### src/clp_pkg.sv
package clp_pkg;

    localparam int VALUE_W = 31;
    localparam int MUL_W = 16;
    localparam int FOLD_W = 8;
    localparam int PROD_W = VALUE_W + MUL_W;

    localparam int TABLE_SIZE = 32;
    localparam int IDX_W = $clog2(TABLE_SIZE);
    localparam int WARM_STEPS = TABLE_SIZE + 8;
    localparam int CNT_W = $clog2(WARM_STEPS);

    localparam logic [VALUE_W-1:0] MOD_ONE = 31'd2147483563;
    localparam logic [VALUE_W-1:0] MOD_TWO = 31'd2147483399;
    localparam logic [VALUE_W-1:0] MOD_ONE_LESS = MOD_ONE - 31'd1;
    localparam logic [MUL_W-1:0] MUL_ONE = 16'd40014;
    localparam logic [MUL_W-1:0] MUL_TWO = 16'd40692;
    localparam logic [VALUE_W-1:0] SEED_TWO_RESET = 31'd123456789;

    // 2^31 is congruent to these values modulo each modulus.
    localparam logic [FOLD_W-1:0] FOLD_ONE = FOLD_W'((64'd1 << VALUE_W) - 64'(MOD_ONE));
    localparam logic [FOLD_W-1:0] FOLD_TWO = FOLD_W'((64'd1 << VALUE_W) - 64'(MOD_TWO));

    // Slot divisor and its exact reciprocal for any 31-bit dividend.
    localparam logic [63:0] SLOT_DIV = 64'd1 + 64'(MOD_ONE_LESS) / TABLE_SIZE;
    localparam int SLOT_L = $clog2(SLOT_DIV);
    localparam int SLOT_SHIFT = VALUE_W + SLOT_L;
    localparam int RECIP_W = VALUE_W + 1;
    localparam logic [RECIP_W-1:0] SLOT_RECIP =
        RECIP_W'(((64'd1 << SLOT_SHIFT) + SLOT_DIV - 64'd1) / SLOT_DIV);
    localparam int SLOT_PROD_W = VALUE_W + RECIP_W;
    localparam int QUOT_W = SLOT_PROD_W - SLOT_SHIFT;

    localparam logic OP_DRAW = 1'b0;
    localparam logic OP_RESEED = 1'b1;

    typedef struct packed {
        logic             seed_load;
        logic             warm_load;
        logic             warm_we;
        logic [IDX_W-1:0] warm_addr;
        logic             warm_last;
        logic             slot_read;
        logic             gen_load;
        logic             finish;
    } clp_cmd_t;

endpackage

### src/clp_in_if.sv
interface clp_in_if;
    import clp_pkg::*;

    logic               valid;
    logic               ready;
    logic               operation;
    logic [VALUE_W-1:0] seed_value;

    modport source (output valid, output operation, output seed_value, input ready);
    modport sink (input valid, input operation, input seed_value, output ready);

endinterface

### src/clp_out_if.sv
interface clp_out_if;
    import clp_pkg::*;

    logic               valid;
    logic               ready;
    logic [VALUE_W-1:0] random_value;

    modport source (output valid, output random_value, input ready);
    modport sink (input valid, input random_value, output ready);

endinterface

### src/clp_ram.sv
module clp_ram #(
    parameter int WIDTH = 32,
    parameter int DEPTH = 32
) (
    input  logic                     clk,
    input  logic                     we,
    input  logic [$clog2(DEPTH)-1:0] waddr,
    input  logic [WIDTH-1:0]         wdata,
    input  logic [$clog2(DEPTH)-1:0] raddr,
    output logic [WIDTH-1:0]         rdata
);

    logic [WIDTH-1:0] mem [DEPTH];
    logic [WIDTH-1:0] rdata_reg;

    always_ff @(posedge clk)
    begin
        if (we)
        begin
            mem[waddr] <= wdata;
        end
        rdata_reg <= mem[raddr];
    end

    assign rdata = rdata_reg;

endmodule

### src/clp_modmul.sv
module clp_modmul (
    input  logic                        clk,
    input  logic                        second_sel,
    input  logic [clp_pkg::VALUE_W-1:0] x,
    output logic [clp_pkg::VALUE_W-1:0] r
);
    import clp_pkg::*;

    logic [MUL_W-1:0]   mul;
    logic [FOLD_W-1:0]  fold;
    logic [VALUE_W-1:0] modulus;
    logic [PROD_W-1:0]  prod_reg;
    logic [VALUE_W:0]   sum_reg;
    logic [VALUE_W:0]   sum_next;
    logic [VALUE_W:0]   diff;

    assign mul = second_sel ? MUL_TWO : MUL_ONE;
    assign fold = second_sel ? FOLD_TWO : FOLD_ONE;
    assign modulus = second_sel ? MOD_TWO : MOD_ONE;

    // The high part of the product is folded back with 2^31 = fold (mod m).
    // The folded sum stays below twice the modulus, so one subtraction ends it.
    always_comb
    begin
        sum_next = {1'b0, prod_reg[VALUE_W-1:0]}
                 + (VALUE_W+1)'(prod_reg[PROD_W-1:VALUE_W]) * (VALUE_W+1)'(fold);
        diff = sum_reg - {1'b0, modulus};
    end

    always_ff @(posedge clk)
    begin
        prod_reg <= PROD_W'(x) * PROD_W'(mul);
        sum_reg <= sum_next;
    end

    assign r = (sum_reg >= {1'b0, modulus}) ? diff[VALUE_W-1:0] : sum_reg[VALUE_W-1:0];

endmodule

### src/clp_datapath.sv
module clp_datapath (
    input  logic                        clk,
    input  logic                        rst_n,
    input  clp_pkg::clp_cmd_t           cmd,
    input  logic [clp_pkg::VALUE_W-1:0] seed,
    output logic [clp_pkg::VALUE_W-1:0] value
);
    import clp_pkg::*;

    logic [VALUE_W-1:0]     g1_reg, g1_next;
    logic [VALUE_W-1:0]     g2_reg, g2_next;
    logic [VALUE_W-1:0]     last_reg, last_next;
    logic [TABLE_SIZE-1:0]  valid_reg, valid_next;
    logic [QUOT_W-1:0]      slotq_reg;
    logic [IDX_W-1:0]       slot_reg;
    logic [VALUE_W-1:0]     entry_reg;
    logic [VALUE_W-1:0]     result_reg;

    logic [VALUE_W-1:0]     seed_eff;
    logic [VALUE_W-1:0]     r1, r2;
    logic [SLOT_PROD_W-1:0] slot_prod;
    logic [IDX_W-1:0]       slot_sat;
    logic [VALUE_W:0]       diff;
    logic [VALUE_W:0]       diff_wrap;
    logic [VALUE_W-1:0]     wrapped;
    logic                   ram_we;
    logic [IDX_W-1:0]       ram_waddr;
    logic [VALUE_W-1:0]     ram_wdata;
    logic [VALUE_W-1:0]     ram_rdata;

    clp_modmul u_gen_one (
        .clk        (clk),
        .second_sel (1'b0),
        .x          (g1_reg),
        .r          (r1)
    );

    clp_modmul u_gen_two (
        .clk        (clk),
        .second_sel (1'b1),
        .x          (g2_reg),
        .r          (r2)
    );

    clp_ram #(
        .WIDTH (VALUE_W),
        .DEPTH (TABLE_SIZE)
    ) u_table (
        .clk   (clk),
        .we    (ram_we),
        .waddr (ram_waddr),
        .wdata (ram_wdata),
        .raddr (slot_sat),
        .rdata (ram_rdata)
    );

    always_comb
    begin
        seed_eff = (seed == '0) ? VALUE_W'(1) : seed;

        slot_prod = SLOT_PROD_W'(last_reg) * SLOT_PROD_W'(SLOT_RECIP);
        if (slotq_reg >= QUOT_W'(TABLE_SIZE))
        begin
            slot_sat = IDX_W'(TABLE_SIZE - 1);
        end
        else
        begin
            slot_sat = slotq_reg[IDX_W-1:0];
        end

        // A difference below one wraps up by the first modulus minus one.
        diff = {1'b0, entry_reg} - {1'b0, g2_reg};
        diff_wrap = diff + {1'b0, MOD_ONE_LESS};
        wrapped = (diff[VALUE_W] || (diff == '0)) ? diff_wrap[VALUE_W-1:0]
                                                  : diff[VALUE_W-1:0];

        ram_we = cmd.warm_we || cmd.finish;
        ram_waddr = cmd.finish ? slot_reg : cmd.warm_addr;
        ram_wdata = cmd.finish ? g1_reg : r1;

        g1_next = g1_reg;
        if (cmd.seed_load)
        begin
            g1_next = seed_eff;
        end
        else if (cmd.warm_load || cmd.gen_load)
        begin
            g1_next = r1;
        end

        g2_next = g2_reg;
        if (cmd.seed_load)
        begin
            g2_next = seed_eff;
        end
        else if (cmd.gen_load)
        begin
            g2_next = r2;
        end

        last_next = last_reg;
        if (cmd.warm_last)
        begin
            last_next = r1;
        end
        else if (cmd.finish)
        begin
            last_next = wrapped;
        end

        valid_next = valid_reg;
        if (ram_we)
        begin
            valid_next[ram_waddr] = 1'b1;
        end
    end

    always_ff @(posedge clk or negedge rst_n)
    begin
        if (!rst_n)
        begin
            g1_reg <= VALUE_W'(1);
            g2_reg <= SEED_TWO_RESET;
            last_reg <= '0;
            valid_reg <= '0;
        end
        else
        begin
            g1_reg <= g1_next;
            g2_reg <= g2_next;
            last_reg <= last_next;
            valid_reg <= valid_next;
        end
    end

    always_ff @(posedge clk)
    begin
        slotq_reg <= slot_prod[SLOT_PROD_W-1:SLOT_SHIFT];
        if (cmd.slot_read)
        begin
            slot_reg <= slot_sat;
        end
        if (cmd.gen_load)
        begin
            // Entries never written since reset read as zero.
            entry_reg <= valid_reg[slot_reg] ? ram_rdata : '0;
        end
        if (cmd.finish)
        begin
            result_reg <= wrapped;
        end
    end

    assign value = result_reg;

endmodule

### src/clp_ctrl.sv
module clp_ctrl (
    input  logic              clk,
    input  logic              rst_n,
    input  logic              in_valid,
    input  logic              operation,
    output logic              in_ready,
    output logic              out_valid,
    input  logic              out_ready,
    output clp_pkg::clp_cmd_t cmd
);
    import clp_pkg::*;

    localparam logic [2:0] S_IDLE      = 3'd0;
    localparam logic [2:0] S_WARM_MUL  = 3'd1;
    localparam logic [2:0] S_WARM_FOLD = 3'd2;
    localparam logic [2:0] S_WARM_LOAD = 3'd3;
    localparam logic [2:0] S_DRAW_MUL  = 3'd4;
    localparam logic [2:0] S_DRAW_READ = 3'd5;
    localparam logic [2:0] S_DRAW_STEP = 3'd6;
    localparam logic [2:0] S_DRAW_DONE = 3'd7;

    logic [2:0]       state_reg, state_next;
    logic [CNT_W-1:0] cnt_reg, cnt_next;
    logic             out_valid_reg, out_valid_next;
    logic             accept;

    assign in_ready = (state_reg == S_IDLE);
    assign accept = in_valid && in_ready;
    assign out_valid = out_valid_reg;

    always_comb
    begin
        state_next = state_reg;
        cnt_next = cnt_reg;
        out_valid_next = out_valid_reg && !out_ready;
        cmd = '0;
        cmd.warm_addr = cnt_reg[IDX_W-1:0];

        case (state_reg)
            S_IDLE:
            begin
                // The multipliers already run on the idle state, so a plain
                // draw skips the first pipeline step.
                if (accept)
                begin
                    if (operation == OP_RESEED)
                    begin
                        cmd.seed_load = 1'b1;
                        cnt_next = CNT_W'(WARM_STEPS - 1);
                        state_next = S_WARM_MUL;
                    end
                    else
                    begin
                        state_next = S_DRAW_READ;
                    end
                end
            end
            S_WARM_MUL:
            begin
                state_next = S_WARM_FOLD;
            end
            S_WARM_FOLD:
            begin
                state_next = S_WARM_LOAD;
            end
            S_WARM_LOAD:
            begin
                cmd.warm_load = 1'b1;
                cmd.warm_we = (cnt_reg < CNT_W'(TABLE_SIZE));
                if (cnt_reg == '0)
                begin
                    cmd.warm_last = 1'b1;
                    state_next = S_DRAW_MUL;
                end
                else
                begin
                    cnt_next = cnt_reg - CNT_W'(1);
                    state_next = S_WARM_MUL;
                end
            end
            S_DRAW_MUL:
            begin
                state_next = S_DRAW_READ;
            end
            S_DRAW_READ:
            begin
                cmd.slot_read = 1'b1;
                state_next = S_DRAW_STEP;
            end
            S_DRAW_STEP:
            begin
                cmd.gen_load = 1'b1;
                state_next = S_DRAW_DONE;
            end
            S_DRAW_DONE:
            begin
                if (!out_valid_reg || out_ready)
                begin
                    cmd.finish = 1'b1;
                    out_valid_next = 1'b1;
                    state_next = S_IDLE;
                end
            end
            default:
            begin
                state_next = S_IDLE;
            end
        endcase
    end

    always_ff @(posedge clk or negedge rst_n)
    begin
        if (!rst_n)
        begin
            state_reg <= S_IDLE;
            cnt_reg <= '0;
            out_valid_reg <= 1'b0;
        end
        else
        begin
            state_reg <= state_next;
            cnt_reg <= cnt_next;
            out_valid_reg <= out_valid_next;
        end
    end

endmodule

### src/combined_lcg_shuffled_prng.sv
// Channel   Role     Payload
// cmd       sink     operation (1 bit), seed_value (31 bits)
// result    source   random_value (31 bits)
//
// A draw steps through the READ, STEP and DONE states and registers its result in DONE;
// a new word is taken only in the idle state, after the last one is through. A reseed runs
// the TABLE_SIZE + 8 warm-up steps (two multiplier stages and the load), then the draw.
// Reset clears the table's valid bits at once; there is no clearing pass.
// A new word is taken while a result waits; its work holds in the last state
// until the output register is free.
module combined_lcg_shuffled_prng (
    input  logic      clk,
    input  logic      rst_n,
    clp_in_if.sink    cmd,
    clp_out_if.source result
);
    import clp_pkg::*;

    clp_cmd_t ctrl_cmd;

    clp_ctrl u_ctrl (
        .clk       (clk),
        .rst_n     (rst_n),
        .in_valid  (cmd.valid),
        .operation (cmd.operation),
        .in_ready  (cmd.ready),
        .out_valid (result.valid),
        .out_ready (result.ready),
        .cmd       (ctrl_cmd)
    );

    clp_datapath u_datapath (
        .clk   (clk),
        .rst_n (rst_n),
        .cmd   (ctrl_cmd),
        .seed  (cmd.seed_value),
        .value (result.random_value)
    );

endmodule

### src/flat_wrapper.sv
// flat-port wrapper written by rule: the top's interface ports become plain ports
module combined_lcg_shuffled_prng_flat import clp_pkg::*;
  (clk, rst_n, cmd_valid, cmd_operation, cmd_seed_value, cmd_ready, result_valid, result_random_value, result_ready);
  clp_in_if cmd_i ();
  clp_out_if result_i ();
  input  logic clk;
  input  logic rst_n;
  input wire logic [$bits(cmd_i.valid)-1:0] cmd_valid;
  input wire logic [$bits(cmd_i.operation)-1:0] cmd_operation;
  input wire logic [$bits(cmd_i.seed_value)-1:0] cmd_seed_value;
  output wire logic [$bits(cmd_i.ready)-1:0] cmd_ready;
  output wire logic [$bits(result_i.valid)-1:0] result_valid;
  output wire logic [$bits(result_i.random_value)-1:0] result_random_value;
  input wire logic [$bits(result_i.ready)-1:0] result_ready;
  assign cmd_i.valid = cmd_valid;
  assign cmd_i.operation = cmd_operation;
  assign cmd_i.seed_value = cmd_seed_value;
  assign cmd_ready = cmd_i.ready;
  assign result_valid = result_i.valid;
  assign result_random_value = result_i.random_value;
  assign result_i.ready = result_ready;
  combined_lcg_shuffled_prng u_core (.clk(clk), .rst_n(rst_n), .cmd(cmd_i), .result(result_i));
endmodule
### config.mk
export PLATFORM = sky130hd
export DESIGN_NAME = combined_lcg_shuffled_prng_flat
export DESIGN_NICKNAME = d
export VERILOG_FILES = /design/src/clp_pkg.sv /design/src/clp_in_if.sv /design/src/clp_out_if.sv /design/src/clp_ram.sv /design/src/clp_modmul.sv /design/src/clp_datapath.sv /design/src/clp_ctrl.sv /design/src/combined_lcg_shuffled_prng.sv /design/src/flat_wrapper.sv
export SDC_FILE = /design/constraint.sdc
export NUM_CORES = 2
export LEC_CHECK = 0
export BUFFER_PORTS_ARGS = -buffer_cell sky130_fd_sc_hd__buf_2
export CORE_MARGIN = 2
export CORE_UTILIZATION = 40
export CTS_CLUSTER_DIAMETER = 120
export DETAILED_ROUTE_END_ITERATION = 8
export PLACE_DENSITY = 0.63
export SYNTH_ARGS = -nofsm -noshare
export SYNTH_HDL_FRONTEND = slang
export SYNTH_SLANG_ARGS = --single-unit
### constraint.sdc
create_clock -name clk -period 5.73 [get_ports clk]
set_input_delay 1.146 -clock clk [delete_from_list [all_inputs] [get_ports clk]]
set_output_delay 1.146 -clock clk [all_outputs]
set_load 0.02 [all_outputs]
==> summary.txt <==
Outcome
  • Failing checks: setup timing
  • Status: finished with violations

Clocking
  • CTS tree: done
  • Htree depth: 4
  • CTS clk-pin slew, worst paths: around 0.060 ns
  • Root buffer cell: clkbuf_16
  • Total CTS buffers: 148
  • Clk buf depth: 3
  • Worst-skew pair later-pin latency: between 0.8 and 0.9 ns
  • Clock sink count: 1386

GRT
  • First-pass GRT wire length: ~330000 µm
  • Initial antenna violation count: 10
  • Largest net degree at the start of global routing: about 120
  • Grt ovf: 0
  • GRT Overall Usage: 0.2163
  • Vias in the first global route: ~52k

Worst setup path
  • CP max FO: 4
  • Worst-case reg-to-reg path depth: 23
  • Crit Path Category: flip-flop to flip-flop
  • Reg2Reg Launch Point: u_core.u_datapath.g2_reg[8]
  • Critical R2R Capture: u_core.u_datapath.u_gen_two.prod_reg[42]
  • Critical path capture point: u_core.u_datapath.u_gen_two.prod_reg[42]
  • Cell mode on critical path: fa_1
  • CP cell instances: buf_6 -> buf_4 -> fa_2 -> fa_1 -> fa_1 -> fa_1 -> fa_1 -> inv_1 -> fa_1 -> inv_2 -> ha_4 -> inv_2 -> or3_4 -> inv_4 -> nand3_4 -> o311ai_4 -> a41oi_2 -> nor3_2 -> a31oi_2 -> o21a_1 -> buf_4 -> o21ai_2 -> xor2_1
  • Reg-to-reg setup timing slack: -0.29 ns
  • CP arrival: around 6.7 ns
  • CP peak stage delay: around 0.57 ns
  • WP data required: 6.46 ns
  • Crit-path slowest cell: fa_1
  • Crit. Startpoint: u_core.u_datapath.g2_reg[8]
  • CP Capture Type: flip-flop
  • Startpoint kind of the worst setup timing path: flip-flop

Routing
  • Via count: approximately 50k
  • # DRC: 0
  • Detail Route Antenna Nets: 0
  • DRT Pass-1 Iters: 5
  • DR iter-0 viols: ~3.9k
  • Post-Route WL: around 220000 µm
  • DR vias/cell: between 5 and 6
  • Drt wl/cell: about 23 µm

Synthesis
  • Sequential fraction of the synthesis area: 0.4945
  • Asr flop ratio synth: 0.09740
  • Syn avg cell area: around 13 µm²
  • Library cells used by synthesis: 90
  • Synth warn: 0
  • Yosys reg bits: 1386
  • Mapped Nets: 7165
  • Cells after synthesis: 6067
  • Post-synth EDFFs: between 1k and 1.5k
  • Post-Syn Area: roughly 79000 µm²
  • Ys flop type: edfxtp_1

Floorplan
  • Die area: roughly 200000 µm²
  • Core area: a little under 200000 µm²
  • # rows: ~160
  • Starting Density: 0.4012
  • Ports: slightly below 70
  • Die Ht: 448.3 µm
  • Die Wd: between 400 and 500 µm

Min path
  • Worst hold-check path type: input port to async pin

Timing
  • Clk_skew: 0.04865 ns
  • Worst hold margin: approximately 0.19 ns
  • Slew @ Worst Pin: ~1.3 ns
  • Final period util: 1.051
  • Final Hold Viols: 0
  • Max-slew headroom: 0.09951
  • Sum Neg Setup Slack: -2.579 ns
  • Tmin final: around 6.0 ns
  • Fmax: 166.1 MHz
  • Setup-failing EPs final: 19
  • Fin. max-slew vios: 0
  • RSZ-0062 raised after global routing: yes
  • Final WS setup: -0.2896 ns

Layout
  • Area taken by multi-input logic gates: around 38000 µm²
  • Nets@finish: roughly 7.8k
  • Final design area excluding fillers: between 90000 and 100000 µm²
  • Sequential cell area: between 30000 and 40000 µm²
  • Fraction of layout cells with a size suffix above 1: 0.2376
  • Max reg flops: roughly 990
  • Area grow syn2layout: 18.26%
  • Fillcell total: 17.35k

Run
  • Max_cap viols: 0

Placed design
  • # port buffers: between 60 and 70
  • HPWL after DPL: 156800 µm
  • Global placement routability congestion: a little over 0.9
  • Area after DPL: between 80000 and 90000 µm²
[Yosys cell counts, types with 19 or more instances]
master	n	area, µm²
a21o_1	107	803.3
a21oi_1	228	1141
a221oi_1	69	604.3
a31oi_1	19	118.9
and3_1	29	181.4
buf_1	46	172.7
clkbuf_1	138	518.0
dfrtp_1	118	2953
dfxtp_1	192	3844
edfxtp_1	1059	31800
fa_1	434	8688
ha_1	628	7858
inv_1	728	2733
mux2_2	190	2140
mux2i_1	94	940.9
mux4_2	165	3716
nand2_1	364	1366
nand2b_1	30	187.7
nand3_1	68	340.3
nand4_1	36	225.2
nor2_1	298	1119
nor2b_1	49	306.5
nor3_1	54	270.3
nor4_1	24	150.1
o21a_1	27	202.7
o21ai_0	290	1451
o21bai_1	36	270.3
or2_2	47	294.0
xnor2_1	154	1349
xor2_1	88	770.7
[cell families after synthesis]
| family | after synthesis | synth area share |
|---|---|---|
| mux | 449 | 0.08609 |
| fa+ha+maj | 1062 | 0.2096 |
| simple gates | 1069 | 0.06289 |
| buf+inv | 921 | 0.04392 |
| xor+xnor | 243 | 0.02705 |
| compound gates | 937 | 0.07594 |
| flops | 1386 | 0.4945 |
[layout make-up]
cell class	count	area share
Timing Repair Buffer	635	0.05155
Tap cell	2640	0.03538
Clock buffer	186	0.04194
Antenna cell	3	0.00008040
Sequential cell	1386	0.4186
Clock inverter	90	0.01226
Inverter	731	0.02948
Multi-Input combinational cell	3760	0.4107
[worst max-delay path, delay by kind of cell, from the launching register on]
kind	cells	cell delay (ns)
AO/OA/AOI/OAI	5	0.97
XOR/XNOR	1	0.14
adder cells (fa/ha/maj)	7	3.13
AND/OR/NAND/NOR	3	0.72
buffers and inverters	7	0.60
flip-flops	1	0.39
[per-stage QoR]
step	util	worst slack (ns)	cells
2_1_floorplan	-	-0.04641	6067
3_3_place_gp	0.4397	-0.3495	9093
3_5_place_dp	0.4397	-0.4295	9093
4_1_cts	0.4707	-0.2764	9405
5_1_grt	0.4744	-0.5447	9429
6_report	0.4744	-0.2896	9431
[per-layer routing]
layer  wire length [µm]  track usage
met2             103500       0.3553
met5                 40            0
met1              92970       0.2911
met4               7577      0.07493
met3              12220      0.03491
[worst min-delay path by stage]
| stage | from | end | depth (start not counted) |
|---|---|---|---|
| after detailed placement | u_core.u_datapath.u_gen_one.prod_reg[30] | u_core.u_datapath.u_gen_one.sum_reg[30] | 1 |
| after CTS | rst_n | u_core.u_datapath.g1_reg[29] | 1 |
| after global placement | u_core.u_datapath.u_gen_two.prod_reg[2] | u_core.u_datapath.u_gen_two.sum_reg[2] | 1 |
| after floorplan | u_core.u_datapath.u_gen_one.prod_reg[31] | u_core.u_datapath.u_gen_one.sum_reg[0] | 0 |
| final | rst_n | u_core.u_datapath.g1_reg[28] | 1 |
| after global routing | rst_n | u_core.u_datapath.g1_reg[29] | 1 |
[layout by cell type, fill, tap and decap left out, types with 28 or more instances in the layout]
cell type and instances:
xnor2_1 136, nand3_1 62, nand2_1 360, a21oi_1 190
edfxtp_1 1059, a21oi_2 38, nor2b_1 49, nor2_4 38
a221oi_1 66, clkbuf_16 148, ha_4 51, xor2_1 83
a21o_1 107, buf_4 540, nand2b_1 28, buf_2 67
ha_1 575, mux2i_1 93, o21bai_1 34, inv_2 32
o21ai_0 271, nor2_1 238, mux4_2 165, fa_1 414
mux2_2 190, nor3_1 49, dfxtp_1 184, clkbuf_1 31
dfrtp_1 100, inv_1 695, nand4_1 36, or2_2 47
[what timing repair did]
| action | in CTS | in global routing |
|---|---|---|
| setup endpoints to repair | 42 | 60 |
| hold buffers | 0 | 0 |
| buffers inserted | 43 | 27 |
| cloned | 0 | 0 |
| pin swaps | 149 | 121 |
| gates resized for setup | 155 | 94 |
Power is not shown: default switching activity piles up to over one toggle a cycle in this logic, so the estimate is an artifact.
